===== src/rtl/assert_macros.svh =====
// Assertion macros shared by the line folder RTL; they compile to nothing under SYNTH.
`ifndef ASSERT_MACROS_SVH
`define ASSERT_MACROS_SVH
`ifndef SYNTH
// The condition holds at every clock edge outside reset.
`define ASSERT_HOLDS(label, clk, rst, cond, msg) \
   label: assert property (@(posedge clk) disable iff (rst) (cond)) else $error(msg);
// The consequent holds in the same cycle as the antecedent.
`define ASSERT_IMPLIES(label, clk, rst, ante, cons, msg) \
   label: assert property (@(posedge clk) disable iff (rst) (ante) |-> (cons)) else $error(msg);
// The consequent holds in the cycle after the antecedent.
`define ASSERT_NEXT(label, clk, rst, ante, cons, msg) \
   label: assert property (@(posedge clk) disable iff (rst) (ante) |=> (cons)) else $error(msg);
`else
`define ASSERT_HOLDS(label, clk, rst, cond, msg)
`define ASSERT_IMPLIES(label, clk, rst, ante, cons, msg)
`define ASSERT_NEXT(label, clk, rst, ante, cons, msg)
`endif
`endif


===== src/rtl/lffb_pkg.sv =====
// Shared types and constants of the line folder.
package lffb_pkg;

   // Field widths.
   localparam int CHAR_W = 8;
   localparam int FW_W   = 6;

   // Character codes.
   localparam logic [CHAR_W-1:0] CHAR_NEWLINE = 8'd10;
   localparam logic [CHAR_W-1:0] CHAR_SPACE   = 8'd32;
   localparam logic [CHAR_W-1:0] CHAR_TAB     = 8'd9;

   // Action codes.
   localparam logic ACTION_CHAR = 1'b0;
   localparam logic ACTION_END  = 1'b1;

   // Fold width after reset.
   localparam logic [FW_W-1:0] FOLD_WIDTH_RESET = 6'd5;

   // Command queue and output queue depths.
   localparam int CMDQ_DEPTH = 4;
   localparam int CMDQ_AW    = 2;
   localparam int OUTQ_DEPTH = 4;
   localparam int OUTQ_AW    = 2;

   // One result transaction.
   typedef struct packed {
      logic [CHAR_W-1:0] out_char;
      logic              last_of_run;
   } out_item_type;

endpackage


===== src/rtl/lffb_ram.sv =====
// Generic single write port, single read port RAM with registered read data.
module lffb_ram #(
   parameter int WIDTH = 8,
   parameter int DEPTH = 32,
   localparam int ADDR_W = (DEPTH > 1) ? $clog2(DEPTH) : 1
) (
   input  logic              clock,
   input  logic              wr_en,
   input  logic [ADDR_W-1:0] wr_addr,
   input  logic [WIDTH-1:0]  wr_data,
   input  logic              rd_en,
   input  logic [ADDR_W-1:0] rd_addr,
   output logic [WIDTH-1:0]  rd_data
);

   logic [WIDTH-1:0] mem_ff [DEPTH];
   logic [WIDTH-1:0] rd_data_ff;

   // Write port.
   always_ff @(posedge clock) begin
      if (wr_en) begin
         mem_ff[wr_addr] <= wr_data;
      end
   end

   // Registered read port.
   always_ff @(posedge clock) begin
      if (rd_en) begin
         rd_data_ff <= mem_ff[rd_addr];
      end
   end

   assign rd_data = rd_data_ff;

endmodule


===== src/rtl/lffb_cmd_fifo.sv =====
// Short command queue between the front end and the emitting back end.
module lffb_cmd_fifo #(
   parameter int WIDTH = 6
) (
   input  logic             clock,
   input  logic             reset,
   input  logic             push,
   input  logic [WIDTH-1:0] push_data,
   output logic             full,
   input  logic             pop,
   output logic [WIDTH-1:0] pop_data,
   output logic             empty
);

   logic [WIDTH-1:0]              entry_ff [lffb_pkg::CMDQ_DEPTH];
   logic [lffb_pkg::CMDQ_AW-1:0]  wr_ptr_ff, wr_ptr_in;
   logic [lffb_pkg::CMDQ_AW-1:0]  rd_ptr_ff, rd_ptr_in;
   logic [lffb_pkg::CMDQ_AW:0]    count_ff, count_in;
   logic                          do_push, do_pop;

   assign full     = (count_ff == (lffb_pkg::CMDQ_AW+1)'(lffb_pkg::CMDQ_DEPTH));
   assign empty    = (count_ff == '0);
   assign do_push  = push & ~full;
   assign do_pop   = pop & ~empty;
   assign pop_data = entry_ff[rd_ptr_ff];

   // Pointer and occupancy bookkeeping.
   always_comb begin
      wr_ptr_in = wr_ptr_ff + lffb_pkg::CMDQ_AW'(do_push);
      rd_ptr_in = rd_ptr_ff + lffb_pkg::CMDQ_AW'(do_pop);
      count_in  = count_ff + (lffb_pkg::CMDQ_AW+1)'(do_push)
                           - (lffb_pkg::CMDQ_AW+1)'(do_pop);
   end

   always_ff @(posedge clock) begin
      if (reset) begin
         wr_ptr_ff <= '0;
         rd_ptr_ff <= '0;
         count_ff  <= '0;
      end else begin
         wr_ptr_ff <= wr_ptr_in;
         rd_ptr_ff <= rd_ptr_in;
         count_ff  <= count_in;
      end
   end

   // Command storage.
   always_ff @(posedge clock) begin
      if (do_push) begin
         entry_ff[wr_ptr_ff] <= push_data;
      end
   end

endmodule


===== src/rtl/lffb_front.sv =====
// Front end: takes characters into the line buffer and decides folds and flushes.
`include "assert_macros.svh"
module lffb_front #(
   parameter int MAX_WIDTH = 32,
   localparam int AW = (MAX_WIDTH > 1) ? $clog2(MAX_WIDTH) : 1,
   localparam int CW = $clog2(MAX_WIDTH + 1)
) (
   input  logic                          clock,
   input  logic                          reset,
   input  logic                          csr_we,
   input  logic [lffb_pkg::FW_W-1:0]     csr_wdata,
   input  logic                          req_push,
   output logic                          req_full,
   input  logic                          req_action,
   input  logic [lffb_pkg::CHAR_W-1:0]   req_in_char,
   input  logic                          cmd_full,
   output logic                          cmd_push,
   output logic [CW-1:0]                 cmd_count,
   input  logic                          rd_issued,
   output logic                          ram_we,
   output logic [AW-1:0]                 ram_waddr,
   output logic [lffb_pkg::CHAR_W-1:0]   ram_wdata
);

   localparam logic [lffb_pkg::FW_W-1:0] MAX_FW  = lffb_pkg::FW_W'(MAX_WIDTH);
   localparam logic [CW-1:0]             MAX_CNT = CW'(MAX_WIDTH);

   logic [lffb_pkg::FW_W-1:0] fold_width_ff;
   logic [AW-1:0]             head_ff, head_in;
   logic [CW-1:0]             fill_ff, fill_in;
   logic [CW-1:0]             pending_ff, pending_in;
   logic [AW-1:0]             blank_pos_ff, blank_pos_in;
   logic                      blank_seen_ff, blank_seen_in;

   logic                      accept;
   logic [CW:0]               sum_fp;
   logic [AW:0]               tail_sum;
   logic [AW:0]               head_sum;
   logic [CW-1:0]             eff_width;
   logic                      is_blank;
   logic [CW-1:0]             fill_one;
   logic [AW-1:0]             pos_one;
   logic                      seen_one;

   // Configuration register.
   always_ff @(posedge clock) begin
      if (reset) begin
         fold_width_ff <= lffb_pkg::FOLD_WIDTH_RESET;
      end else if (csr_we) begin
         fold_width_ff <= csr_wdata;
      end
   end

   // Width clamped to the usable range.
   always_comb begin
      priority if (fold_width_ff == '0) begin
         eff_width = CW'(1);
      end else if (fold_width_ff > MAX_FW) begin
         eff_width = MAX_CNT;
      end else begin
         eff_width = fold_width_ff[CW-1:0];
      end
   end

   // Stall while the command queue is full or the next free slot still holds a character the back end has not read.
   assign sum_fp   = {1'b0, fill_ff} + {1'b0, pending_ff};
   assign req_full = cmd_full
                   | ((pending_ff != '0) && (sum_fp >= (CW+1)'(MAX_WIDTH)));
   assign accept   = req_push & ~req_full;

   // Write slot just past the buffered characters, modulo the buffer depth.
   assign tail_sum  = {1'b0, head_ff} + (AW+1)'(fill_ff);
   assign ram_waddr = (tail_sum >= (AW+1)'(MAX_WIDTH))
                    ? AW'(tail_sum - (AW+1)'(MAX_WIDTH)) : tail_sum[AW-1:0];
   assign ram_wdata = req_in_char;
   assign is_blank  = (req_in_char == lffb_pkg::CHAR_SPACE)
                    | (req_in_char == lffb_pkg::CHAR_TAB);

   // New buffer start after the emitted characters have been handed over.
   assign head_sum = {1'b0, head_ff} + (AW+1)'(cmd_count);

   // Classify the transaction and update the buffer bookkeeping.
   always_comb begin
      cmd_push      = 1'b0;
      cmd_count     = fill_ff;
      ram_we        = 1'b0;
      fill_in       = fill_ff;
      blank_pos_in  = blank_pos_ff;
      blank_seen_in = blank_seen_ff;
      fill_one      = fill_ff;
      pos_one       = blank_pos_ff;
      seen_one      = blank_seen_ff;
      if (accept) begin
         priority if (req_action == lffb_pkg::ACTION_END) begin
            if (fill_ff != '0) begin
               cmd_push = 1'b1;
            end
         end else if (req_in_char == lffb_pkg::CHAR_NEWLINE) begin
            cmd_push = 1'b1;
         end else begin
            if (fill_ff < MAX_CNT) begin
               ram_we   = 1'b1;
               fill_one = fill_ff + CW'(1);
               if (is_blank) begin
                  seen_one = 1'b1;
                  pos_one  = AW'(fill_ff);
               end
            end
            if (fill_one >= eff_width) begin
               cmd_push  = 1'b1;
               cmd_count = seen_one ? (CW'(pos_one) + CW'(1)) : fill_one;
            end
            fill_in       = fill_one;
            blank_pos_in  = pos_one;
            blank_seen_in = seen_one;
         end
         // Everything up to the last blank leaves; the rest holds no blank.
         if (cmd_push) begin
            fill_in       = fill_one - cmd_count;
            blank_pos_in  = '0;
            blank_seen_in = 1'b0;
         end
      end
   end

   always_comb begin
      head_in = head_ff;
      if (cmd_push) begin
         head_in = (head_sum >= (AW+1)'(MAX_WIDTH))
                 ? AW'(head_sum - (AW+1)'(MAX_WIDTH)) : head_sum[AW-1:0];
      end
      pending_in = pending_ff + (cmd_push ? cmd_count : '0) - CW'(rd_issued);
   end

   always_ff @(posedge clock) begin
      if (reset) begin
         head_ff       <= '0;
         fill_ff       <= '0;
         pending_ff    <= '0;
         blank_pos_ff  <= '0;
         blank_seen_ff <= 1'b0;
      end else begin
         head_ff       <= head_in;
         fill_ff       <= fill_in;
         pending_ff    <= pending_in;
         blank_pos_ff  <= blank_pos_in;
         blank_seen_ff <= blank_seen_in;
      end
   end

   `ASSERT_HOLDS(a_no_overrun, clock, reset, sum_fp <= (CW+1)'(MAX_WIDTH), "buffer overrun")
   `ASSERT_IMPLIES(a_blank_inside, clock, reset, blank_seen_ff, CW'(blank_pos_ff) < fill_ff, "blank outside buffer")

endmodule


===== src/rtl/lffb_back.sv =====
// Back end: reads folded runs out of the line buffer and queues the result characters.
`include "assert_macros.svh"
module lffb_back #(
   parameter int MAX_WIDTH = 32,
   localparam int AW = (MAX_WIDTH > 1) ? $clog2(MAX_WIDTH) : 1,
   localparam int CW = $clog2(MAX_WIDTH + 1)
) (
   input  logic                          clock,
   input  logic                          reset,
   input  logic                          cmd_empty,
   input  logic [CW-1:0]                 cmd_count,
   output logic                          cmd_pop,
   output logic                          rd_issued,
   output logic                          ram_re,
   output logic [AW-1:0]                 ram_raddr,
   input  logic [lffb_pkg::CHAR_W-1:0]   ram_rdata,
   input  logic                          rsp_pop,
   output logic                          rsp_empty,
   output logic [lffb_pkg::CHAR_W-1:0]   rsp_out_char,
   output logic                          rsp_last_of_run
);

   localparam logic BK_IDLE = 1'b0;
   localparam logic BK_RUN  = 1'b1;

   logic                            state_ff, state_in;
   logic [CW-1:0]                   rem_ff, rem_in;
   logic [AW-1:0]                   rd_ptr_ff, rd_ptr_in;
   logic                            s1_valid_ff;
   logic                            s1_nl_ff;
   lffb_pkg::out_item_type          outq_ff [lffb_pkg::OUTQ_DEPTH];
   logic [lffb_pkg::OUTQ_AW-1:0]    oq_wr_ff, oq_rd_ff;
   logic [lffb_pkg::OUTQ_AW:0]      oq_cnt_ff, oq_cnt_in;
   lffb_pkg::out_item_type          oq_item;
   logic                            credit, issue, issue_rd, issue_nl, oq_pop;

   // Issue only when the output queue has room for everything in flight.
   assign credit   = (oq_cnt_ff + (lffb_pkg::OUTQ_AW+1)'(s1_valid_ff))
                   < (lffb_pkg::OUTQ_AW+1)'(lffb_pkg::OUTQ_DEPTH);
   assign issue    = (state_ff == BK_RUN) & credit;
   assign issue_rd = issue & (rem_ff != '0);
   assign issue_nl = issue & (rem_ff == '0);
   assign cmd_pop  = (state_ff == BK_IDLE) & ~cmd_empty;

   assign ram_re    = issue_rd;
   assign ram_raddr = rd_ptr_ff;
   assign rd_issued = issue_rd;

   // Run sequencer: buffered characters first, then the newline.
   always_comb begin
      state_in  = state_ff;
      rem_in    = rem_ff;
      rd_ptr_in = rd_ptr_ff;
      unique case (state_ff)
         BK_IDLE: begin
            if (cmd_pop) begin
               state_in = BK_RUN;
               rem_in   = cmd_count;
            end
         end
         BK_RUN: begin
            if (issue_rd) begin
               rem_in    = rem_ff - CW'(1);
               rd_ptr_in = (rd_ptr_ff == AW'(MAX_WIDTH - 1)) ? '0 : rd_ptr_ff + AW'(1);
            end
            if (issue_nl) begin
               state_in = BK_IDLE;
            end
         end
         default: begin
            state_in = BK_IDLE;
         end
      endcase
   end

   always_ff @(posedge clock) begin
      if (reset) begin
         state_ff    <= BK_IDLE;
         rem_ff      <= '0;
         rd_ptr_ff   <= '0;
         s1_valid_ff <= 1'b0;
      end else begin
         state_ff    <= state_in;
         rem_ff      <= rem_in;
         rd_ptr_ff   <= rd_ptr_in;
         s1_valid_ff <= issue;
      end
   end

   // Read stage marker; the RAM data arrives alongside it.
   always_ff @(posedge clock) begin
      if (issue) begin
         s1_nl_ff <= issue_nl;
      end
   end

   // Output queue that decouples the emitter from the receiver.
   assign oq_item.out_char    = s1_nl_ff ? lffb_pkg::CHAR_NEWLINE : ram_rdata;
   assign oq_item.last_of_run = s1_nl_ff;
   assign rsp_empty           = (oq_cnt_ff == '0);
   assign oq_pop              = rsp_pop & ~rsp_empty;
   assign oq_cnt_in           = oq_cnt_ff + (lffb_pkg::OUTQ_AW+1)'(s1_valid_ff)
                              - (lffb_pkg::OUTQ_AW+1)'(oq_pop);
   assign rsp_out_char        = outq_ff[oq_rd_ff].out_char;
   assign rsp_last_of_run     = outq_ff[oq_rd_ff].last_of_run;

   always_ff @(posedge clock) begin
      if (reset) begin
         oq_wr_ff  <= '0;
         oq_rd_ff  <= '0;
         oq_cnt_ff <= '0;
      end else begin
         oq_wr_ff  <= oq_wr_ff + lffb_pkg::OUTQ_AW'(s1_valid_ff);
         oq_rd_ff  <= oq_rd_ff + lffb_pkg::OUTQ_AW'(oq_pop);
         oq_cnt_ff <= oq_cnt_in;
      end
   end

   always_ff @(posedge clock) begin
      if (s1_valid_ff) begin
         outq_ff[oq_wr_ff] <= oq_item;
      end
   end

   `ASSERT_HOLDS(a_outq_bound, clock, reset, oq_cnt_ff <= (lffb_pkg::OUTQ_AW+1)'(lffb_pkg::OUTQ_DEPTH), "output queue overflow")
   `ASSERT_NEXT(a_nl_ends_run, clock, reset, issue_nl, state_ff == BK_IDLE, "run did not end after newline")

endmodule


===== src/rtl/line_fold_at_last_blank_core.sv =====
// Top level of the word-wrap line folder.
// Usage: characters arrive as transactions on the req_ queue port (push/full) with
// req_action 0; req_action 1 ends the input and flushes the buffer. Results leave on
// the rsp_ queue port (empty/pop), one character per transaction; rsp_last_of_run
// marks the newline that closes each run caused by one input transaction.
// csr_we/csr_wdata set the fold width; write it only while the block is idle.
// A character that does not fill the line produces no result.
// A fold, newline or end transaction is queued as a command; its first character
// passes the command queue, the run state, the RAM read stage and the output queue
// to reach the result ports, and the run then streams one character per cycle while
// the receiver pops. Characters that stay buffered are accepted one per cycle while
// full is low; the sustained rate is set by the runs, as the emitter reads the single
// read port of the line buffer RAM once per buffered character.
// full rises when the command queue is full, or when the next buffer slot still
// holds a character that has been folded out but not yet read.
// Reset clears all control state and sets the fold width to 5; the buffer RAM is
// not cleared, as only written entries are ever read.
// When the receiver stalls, the output queue fills, the emitter waits, commands
// back up and finally full is raised; no transaction is lost.
module line_fold_at_last_blank_core #(
   parameter int MAX_WIDTH = 32
) (
   input  logic                          clock,
   input  logic                          reset,
   input  logic                          csr_we,
   input  logic [lffb_pkg::FW_W-1:0]     csr_wdata,
   input  logic                          req_push,
   output logic                          req_full,
   input  logic                          req_action,
   input  logic [lffb_pkg::CHAR_W-1:0]   req_in_char,
   input  logic                          rsp_pop,
   output logic                          rsp_empty,
   output logic [lffb_pkg::CHAR_W-1:0]   rsp_out_char,
   output logic                          rsp_last_of_run
);

   localparam int AW = (MAX_WIDTH > 1) ? $clog2(MAX_WIDTH) : 1;
   localparam int CW = $clog2(MAX_WIDTH + 1);

   logic                          cmd_full, cmd_push, cmd_pop, cmd_empty;
   logic [CW-1:0]                 push_count, pop_count;
   logic                          rd_issued;
   logic                          ram_we, ram_re;
   logic [AW-1:0]                 ram_waddr, ram_raddr;
   logic [lffb_pkg::CHAR_W-1:0]   ram_wdata, ram_rdata;

   // Classification and buffer bookkeeping.
   lffb_front #(.MAX_WIDTH(MAX_WIDTH)) u_front (
      .clock       (clock),
      .reset       (reset),
      .csr_we      (csr_we),
      .csr_wdata   (csr_wdata),
      .req_push    (req_push),
      .req_full    (req_full),
      .req_action  (req_action),
      .req_in_char (req_in_char),
      .cmd_full    (cmd_full),
      .cmd_push    (cmd_push),
      .cmd_count   (push_count),
      .rd_issued   (rd_issued),
      .ram_we      (ram_we),
      .ram_waddr   (ram_waddr),
      .ram_wdata   (ram_wdata)
   );

   // Commands waiting for the emitter.
   lffb_cmd_fifo #(.WIDTH(CW)) u_cmd_fifo (
      .clock     (clock),
      .reset     (reset),
      .push      (cmd_push),
      .push_data (push_count),
      .full      (cmd_full),
      .pop       (cmd_pop),
      .pop_data  (pop_count),
      .empty     (cmd_empty)
   );

   // Line buffer, used as a circular store.
   lffb_ram #(.WIDTH(lffb_pkg::CHAR_W), .DEPTH(MAX_WIDTH)) u_line_buffer (
      .clock   (clock),
      .wr_en   (ram_we),
      .wr_addr (ram_waddr),
      .wr_data (ram_wdata),
      .rd_en   (ram_re),
      .rd_addr (ram_raddr),
      .rd_data (ram_rdata)
   );

   // Emitter and output queue.
   lffb_back #(.MAX_WIDTH(MAX_WIDTH)) u_back (
      .clock           (clock),
      .reset           (reset),
      .cmd_empty       (cmd_empty),
      .cmd_count       (pop_count),
      .cmd_pop         (cmd_pop),
      .rd_issued       (rd_issued),
      .ram_re          (ram_re),
      .ram_raddr       (ram_raddr),
      .ram_rdata       (ram_rdata),
      .rsp_pop         (rsp_pop),
      .rsp_empty       (rsp_empty),
      .rsp_out_char    (rsp_out_char),
      .rsp_last_of_run (rsp_last_of_run)
   );

endmodule


===== config.mk =====
export PLATFORM = sky130hd
export DESIGN_NAME = line_fold_at_last_blank_core
export DESIGN_NICKNAME = d
export VERILOG_FILES = /design/src/rtl/lffb_pkg.sv /design/src/rtl/lffb_ram.sv /design/src/rtl/lffb_cmd_fifo.sv /design/src/rtl/lffb_front.sv /design/src/rtl/lffb_back.sv /design/src/rtl/line_fold_at_last_blank_core.sv
export VERILOG_INCLUDE_DIRS = /design/src /design/src/rtl
export SDC_FILE = /design/constraint.sdc
export NUM_CORES = 1
export LEC_CHECK = 0
export BUFFER_PORTS_ARGS = -buffer_cell sky130_fd_sc_hd__buf_4
export CORE_MARGIN = 2
export CORE_UTILIZATION = 62
export CTS_CLUSTER_SIZE = 10
export DETAILED_ROUTE_END_ITERATION = 12
export PLACE_DENSITY_LB_ADDON = 0.1
export SYNTH_ARGS = -nofsm -noshare
export SYNTH_HDL_FRONTEND = slang
export SYNTH_SLANG_ARGS = --single-unit

===== constraint.sdc =====
create_clock -name clock -period 7.4 [get_ports clock]
set_clock_uncertainty 0.15 [all_clocks]
set_input_delay 0.37 -clock clock [delete_from_list [all_inputs] [get_ports clock]]
set_output_delay 0.37 -clock clock [all_outputs]
set_load 0.1 [all_outputs]

==> results of run 1 <==
## state kept, by name, indices dropped and copies added, names as in the netlist, 2 cells and up
register and flops:
u_back.oq_cnt_ff 3, u_back.oq_rd_ff 2, u_back.oq_wr_ff 2, u_back.outq_ff 36
u_back.ram_raddr 5, u_back.rem_ff 6, u_cmd_fifo.count_ff 3, u_cmd_fifo.entry_ff 24
u_cmd_fifo.rd_ptr_ff 2, u_cmd_fifo.wr_ptr_ff 2, u_front.blank_pos_ff 5, u_front.fill_ff 6
u_front.fold_width_ff 6, u_front.head_ff 5, u_front.pending_ff 6, u_line_buffer.mem_ff 256
u_line_buffer.rd_data 8
## logic make-up after synthesis
logic type	Yosys count	synth area share, %
AO/OA/AOI/OAI	116	4.60
XOR/XNOR	33	1.74
adder cells (fa/ha/maj)	57	4.57
buffers and inverters	87	2.04
flip-flops	381	65.6
multiplexers	115	14.2
AND/OR/NAND/NOR	258	7.25
## layout make-up
class	instances	area, um^2	area share, %
repair buffers	42	335	1.82
multi-input cells	579	5370	29.1
clock buffers	60	1200	6.53
inverters	40	150	0.815
clock inverters	5	63.8	0.346
flip-flops and latches	381	10900	59.1
well taps	335	419	2.27
## worst max-delay path: cells and delay by family, from the launching register on
family | cells | cell delay (ps)
and+or+nand+nor | 5 | 740
DFF | 1 | 570
muxes | 1 | 310
adders and majority gates | 4 | 1320
buffers and inverters | 2 | 300
AOI/OAI and AO/OA | 8 | 1930
## Yosys cell counts (all sizes together) (2+ instances only)
library cell and instances:
mux2i 10, nand2 63, xnor2 20, mux4 95, o21ai 23, a21o 11
nand4b 2, xor2 13, mux2 10, nand2b 13, a211oi 8, nor3 13
a31oi 5, a21oi 33, fa 6, a22oi 9, a311oi 2, nor4 3
buf 13, dfxtp 56, clkbuf 34, o21bai 4, or4 5, edfxtp 325
or2 8, o211ai 3, or3 2, ha 51, nor3b 2, nor2b 19
nand3 11, nor2 108, inv 40, a32oi 2, o22ai 3, and3 5
a211o 3
## metal layers
| metal | up-vias | share of wire, % | GRT usage [%] | routed length, um |
|---|---|---|---|---|
| met3 | 60 | 5.3 | 4.04 | 1770 |
| met4 | 0 | 2.4 | 6.92 | 795 |
| li1 | 4106 | - | - | - |
| met5 | - | 0 | 0 | 0 |
| met2 | 262 | 49 | 40.9 | 16400 |
| met1 | 4595 | 44 | 35.9 | 14700 |
## placed cells by master, fill, tap and decap left out, types with 31 or more instances in the layout
cell type / Yosys / final
mux4_2: 95 / 95
buf_4: 0 / 34
clkbuf_16: 0 / 46
ha_1: 51 / 51
inv_1: 40 / 40
nand2_1: 63 / 63
nor2_1: 108 / 108
dfxtp_1: 56 / 54
edfxtp_1: 325 / 325
a21oi_1: 31 / 31
## worst min path at each step
stage / start / slack [ps] / to
floorplan: u_front.head_ff[2] / 300 / u_front.head_ff[2]
global placement: u_back.rem_ff[0] / 340 / u_back.rem_ff[0]
detailed placement: u_front.head_ff[0] / 340 / u_front.head_ff[0]
CTS: csr_we / 3 / u_front.fold_width_ff[5]
global route: csr_we / 40 / u_front.fold_width_ff[1]
finish: csr_we / 10 / u_front.fold_width_ff[5]
## what timing repair did
action,in CTS,in global routing
hold endpoints to repair,6,0
hold buffers,8,0
gates resized for setup,0,0
## per-stage QoR
stage               worst slack, ps  cell area (um^2)
floorplan                      2660             16600
global placement               2240             17100
detailed placement             2130             17100
CTS                            2140             18400
global route                   1640             18400
finish                         2030             18400
## power by group
| group | internal [W] | total, W | switching, W |
|---|---|---|---|
| Clock | 0.00116 | 0.00194 | 0.000786 |
| Sequential | 0.00260 | 0.00283 | 0.000232 |
| Combinational | 0.000978 | 0.00239 | 0.00142 |
| Total | 0.00473 | 0.00716 | 0.00243 |
==> results by group, run 1 <==
Outcome
  • Status: finished, violations left
  • Violated checks: design-rule violations

Worst setup path
  • Crit Reg-Reg Endpoint: u_front.head_ff[4]
  • CP cell instances: inv_1 -> ha_1 -> mux2_2 -> ha_1 -> a2111o_1 -> a311oi_1 -> or2_1 -> nor2_1 -> nand2_1 -> a21oi_1 -> a211oi_1 -> ha_1 -> inv_1 -> fa_1 -> nor2b_1 -> o21ai_0 -> nand2b_1 -> o211ai_1 -> a21o_1 -> a21oi_2
  • Internal reg-to-reg setup slack: 2030 ps
  • FF-to-FF path depth: 20
  • CP Max Fanout: 9
  • Worst setup endpoint: u_front.head_ff[4]
  • Setup CP Type: reg2reg
  • Crit path max-delay cell type: dfxtp_1
  • Reg2reg start: u_front.fill_ff[0]
  • Crit start category: flip-flop
  • Cell repeated most along the worst path: ha_1
  • Worst setup EP type: flip-flop
  • WP data arrival: 5690 ps
  • Critical path's largest stage delay: 570 ps
  • Critical path startpoint: u_front.fill_ff[0]
  • Worst EP required: 7720 ps

Logic synthesis
  • Top_reg_cell synth: edfxtp_1
  • Synth Net Count: 1124
  • Cell area after synthesis: 0.0166 mm^2
  • Mapped Avg Cell Area: 15.8 um^2
  • Yosys reg bits: 381
  • Post-synth cell types: 62
  • Top post-synthesis cells by area: edfxtp_1 (59%), mux4_2 (13%), dfxtp_1 (6.8%)
  • Seq/Total Area, Yosys: 65.6%
  • Post-synth EDFFs: 325
  • Ys async rst share: 0%
  • Yosys top cell by area: edfxtp_1
  • Synth top area share: 58.9%
  • Syn Inst Count: 1047
  • Synthesis Warnings: 0

Clock tree
  • Htree depth: 2
  • Worst-Skew Late Latency: 540 ps
  • Clock sinks: 381
  • TritonCTS Buffers: 45
  • CTS Buffer Depth: 3
  • Post-CTS Setup Bufs: 0
  • CTS Root Cell: clkbuf_16
  • Clk slew on worst S/H paths: 60 ps
  • CTS tree: yes

Placement
  • Buffers on Ports: 30
  • DPL Wire Length: 21400 um
  • Placed cell count: 1369
  • Placer Congestion: 0.902

Floorplanning
  • Placeable Area: 0.0261 mm^2
  • Die area: 0.0281 mm^2
  • Cell Rows: 59
  • Boundary pin count: 31
  • Die X: 168 um
  • Die Span Y: 168 um
  • Initial Util: 63.5%

Timing
  • Setup TNS: 0 ps
  • Least-Margin Pin Slew: 1150 ps
  • WHS: 14.5 ps
  • Fin. Hold Viols: 0
  • Fmax: 186 MHz
  • Setup violations, final: 0
  • Rel. slew slack: 22.3%
  • Period utilisation layout: 72.6%
  • Final Critical Period: 5370 ps
  • RSZ-0062 raised after global routing: no
  • Final Slew Violations: 0

Finish
  • Diode count: 0
  • Fin cells: 1442
  • Final Util: 70.5%
  • Final #Nets: 1166
  • Fillers: 1719
  • Share of cells above drive strength 1: 18.9%
  • Layout area overhead: 11.1%

Global route
  • First-pass GRT wire length: 53300 um
  • Total track usage: 25.1%
  • Vias in the first global route: 9203
  • Largest net degree at the start of global routing: 69
  • Initial antenna violation count: 0
  • Total congestion overflow: 0

Detailed routing
  • Antenna-violating nets left: 0
  • DR vias/cell: 6.26
  • Initial DRC count: 745
  • TritonRoute pass-1 iters: 9
  • Drt total wl: 33600 um
  • Via count: 9023
  • Residual DRC: 3
  • Routed len/inst: 23.3 um

Flow run
  • Max-Cap Viols: 0

Min path
  • Hold path cells: 3
  • Hold Crit Class: in2reg

Power
  • Leakage: 6.23 nW
  • Tot Pwr: 0.00716 W
  • Pwr dens: 389 mW/mm^2
  • Worst vdd ir: 0.388 mV
No activity file was read; power rests on OpenSTA's default activity.
==> run 2: changes to the inputs <==
- ABC_AREA: default -> 1
- clock period: 7.4 -> 5.6 ns (I/O delays scaled with it)
==> run 2 against run 1 <==
The run now ends clean; die area up 2.0%; clock-buffer cell count up 19; sequential share of layout area down 1.6 points; global-route usage up 2.4 points; non-clock buffer count up 22; hold slack better by 20 ps; utilization down 0.083 points; clock power up 36%; setup slack worse by 1400 ps; total power up 39%; critical path depth up 8; combinational power up 54%; critical path type unchanged.
==> results by group, run 2 <==
Detailed routing
  • Via count: 11722
  • Residual DRC: 0
  • Routed len/inst: 19.9 um
  • TritonRoute pass-1 iters: 5
  • Antenna-violating nets left: 0
  • DR vias/cell: 5.98
  • Drt total wl: 38900 um
  • Initial DRC count: 1214

Power
  • Worst vdd ir: 0.324 mV
  • Switching power: 0.00392 W
  • Sw Ratio: 39.2%
  • Comb pwr share: 36.9%
  • Clk pwr share: 26.4%
  • Leakage: 6.96 nW
  • Sequential group share of total power: 36.7%
  • Int Pwr: 0.00608 W
  • Pwr dens: 528 mW/mm^2
  • Tot Pwr: 0.00999 W

Timing
  • WHS: 34.0 ps
  • Rel. slew slack: 28.6%
  • Fin. Hold Viols: 0
  • Fmax: 200 MHz
  • Period utilisation layout: 89.2%
  • Least-Margin Pin Slew: 1070 ps
  • RSZ-0062 raised after global routing: no
  • Setup TNS: 0 ps
  • Setup violations, final: 0
  • Final Slew Violations: 0
  • Final Critical Period: 4990 ps

Min path
  • Min-delay src: req_in_char[7]
  • Hold path cells: 1
  • Hold Crit Class: in2reg
  • Hold-critical path endpoint: u_line_buffer.mem_ff[11][7]

Placement
  • Placed cell count: 1862
  • Placer Congestion: 0.883
  • Buffers on Ports: 30
  • Placed instance area: 0.0174 mm^2
  • DPL Wire Length: 24100 um

Worst setup path
  • Crit Reg-Reg Endpoint: u_front.pending_ff[5]
  • Worst setup EP type: flip-flop
  • WP data arrival: 5310 ps
  • Crit start category: flip-flop
  • CP Max Fanout: 8
  • Cell repeated most along the worst path: inv_1
  • Worst EP required: 5920 ps
  • Setup CP Type: reg2reg
  • Reg2reg start: u_front.fill_ff[0]
  • Crit path max-delay cell type: dfxtp_1
  • FF-to-FF path depth: 28
  • Internal reg-to-reg setup slack: 610 ps
  • Critical path's largest stage delay: 510 ps

Finish
  • Max reg flops: 256
  • Most frequent cells in the layout: edfxtp_1 (325), nor2_1 (269), o21ai_0 (220), inv_1 (127), nand2_1 (115)
  • Commonest non-fill, non-tap cell in the layout: edfxtp_1
  • Largest registers: u_line_buffer.mem_ff (256), u_back.outq_ff (36), u_cmd_fifo.entry_ff (24)
  • Layout area overhead: 11.8%
  • Final #Nets: 1660
  • Fin cells: 1961
  • Largest register by flop count: u_line_buffer.mem_ff
  • Share of cells above drive strength 1: 8.34%
  • Final Cell Area: 0.0189 mm^2

Global route
  • Initial antenna violation count: 4
  • Total track usage: 27.5%
  • First-pass GRT wire length: 60700 um
  • Largest net degree at the start of global routing: 89
  • Vias in the first global route: 11135
  • Total congestion overflow: 0

Floorplanning
  • Boundary pin count: 31
  • Initial Util: 63.0%
  • Placeable Area: 0.0269 mm^2
  • Die Span Y: 169 um
  • Cell Rows: 60
  • Die area: 0.0286 mm^2
  • Die X: 169 um

Flow run
  • Max-Cap Viols: 0

Logic synthesis
  • Seq/Total Area, Yosys: 64.3%
  • Yosys reg bits: 381
  • Post-synth EDFFs: 325
  • Post-synth cell types: 46
  • Synth top area share: 57.7%
  • Cell area after synthesis: 0.0169 mm^2
  • Synthesis Warnings: 0
  • Ys async rst share: 0%
  • Top post-synthesis cells by area: edfxtp_1 (58%), dfxtp_1 (6.6%), o21ai_0 (6.5%)
  • Mapped Avg Cell Area: 11.0 um^2
  • Syn Inst Count: 1544
  • Count leader, synth: edfxtp_1
  • List of most frequent post-synthesis cells: edfxtp_1 (325), nor2_1 (269), o21ai_0 (220)
  • Yosys top cell by area: edfxtp_1
  • Top_reg_cell synth: edfxtp_1
  • Synth Net Count: 1621

Clock tree
  • CTS Root Cell: clkbuf_16
  • Clk slew on worst S/H paths: 60 ps
  • CTS tree: yes
  • Worst-Skew Late Latency: 540 ps
  • Clock sinks: 381
  • Htree depth: 2
  • Post-CTS Setup Bufs: 0
  • CTS Buffer Depth: 3
  • TritonCTS Buffers: 44

Outcome
  • Status: finished clean
-- run 2: cell types whose count changed in the layout (fill, tap and decap cells not counted), moves of 13 or more --
cell      previous run  this run
o21ai_0             21       220
inv_1               40       127
mux4_2              95         0
buf_4               34        48
clkbuf_1            14        33
nand2b_1            13         0
nand2_1             63       115
o22ai_1              3        46
o21ai_1              1        15
nand3_1             10        45
a21oi_1             31        48
nor2_1             108       269
o221ai_1             0        35
nor2b_1             19         0
-- run 2: how the worst max path moves through the flow --
stage | endpoint | startpoint | cells past startpoint | slack, ps
after detailed placement | u_front.pending_ff[5] | u_front.fill_ff[1] | 28 | 530
after floorplan | u_front.pending_ff[5] | u_front.fill_ff[1] | 27 | 1330
final | u_front.pending_ff[5] | u_front.fill_ff[0] | 28 | 610
after CTS | u_front.pending_ff[5] | u_front.fill_ff[1] | 28 | 500
after global placement | u_front.pending_ff[5] | u_front.fill_ff[1] | 28 | 650
after global routing | u_front.pending_ff[5] | u_front.fill_ff[1] | 28 | 80
-- run 2: per-stage QoR --
stage | utilization [%] | setup slack [ps]
CTS | 70.4 | 503
floorplan | - | 1330
finish | 70.4 | 607
detailed placement | 64.9 | 525
global route | 70.4 | 81.0
global placement | 64.9 | 649
-- run 2: cell type report --
type,count,area [um^2]
Tap cell,341,427
Clock buffer,79,1270
Clock inverter,3,51.3
Multi-Input combinational cell,955,5250
Sequential cell,381,10900
Inverter,137,515
Timing Repair Buffer,64,520
Antenna cell,1,2.50
Fill cell,2005,7950
-- run 2: cell families (layout without fill, tap and decap cells) --
| logic type | Yosys count | count (layout) | synth area share (%) |
|---|---|---|---|
| and+or+nand+nor | 480 | 480 | 11.9 |
| AOI/OAI and AO/OA | 392 | 392 | 13.2 |
| DFF | 381 | 381 | 64.3 |
| buffers and inverters | 208 | 283 | 4.71 |
| adders and majority gates | 57 | 57 | 4.48 |
| xor gates and xnor gates | 25 | 25 | 1.29 |
| muxes | 1 | 1 | 0.0591 |
| other | 0 | 1 | 0 |
-- run 2: power by group through the flow --
stage / combinational (W) / sequential, W / clock, W
after global placement: 0.00354 / 0.00372 / 0
after global routing: 0.00410 / 0.00370 / 0.00278
after CTS: 0.00365 / 0.00367 / 0.00267
after detailed placement: 0.00362 / 0.00372 / 0
final: 0.00368 / 0.00367 / 0.00264
after floorplan: 0.00274 / 0.00359 / 0
-- run 2: routing by layer --
layer  up-vias  routed length, um  GRT usage [%]
met5         -                 42              0
met2       430              18600           44.8
met1      5649              16700           39.0
met3        68               2800           4.41
li1       5569                  -              -
met4         6                787           7.62
-- run 2: worst max-delay path: cells and delay by family, from the launching register on --
family / cells / cell delay, ps
buf+inv: 6 / 630
compound gates: 7 / 1080
simple gates: 10 / 1250
flops: 1 / 510
fa+ha+maj: 3 / 860
xor+xnor: 2 / 420
-- run 2: what timing repair did --
item                                    CTS  global route
hold endpoints to repair                 20             0
endpoints found under the setup margin    0             1
hold buffers                             16             0
gates resized for setup                   0             1
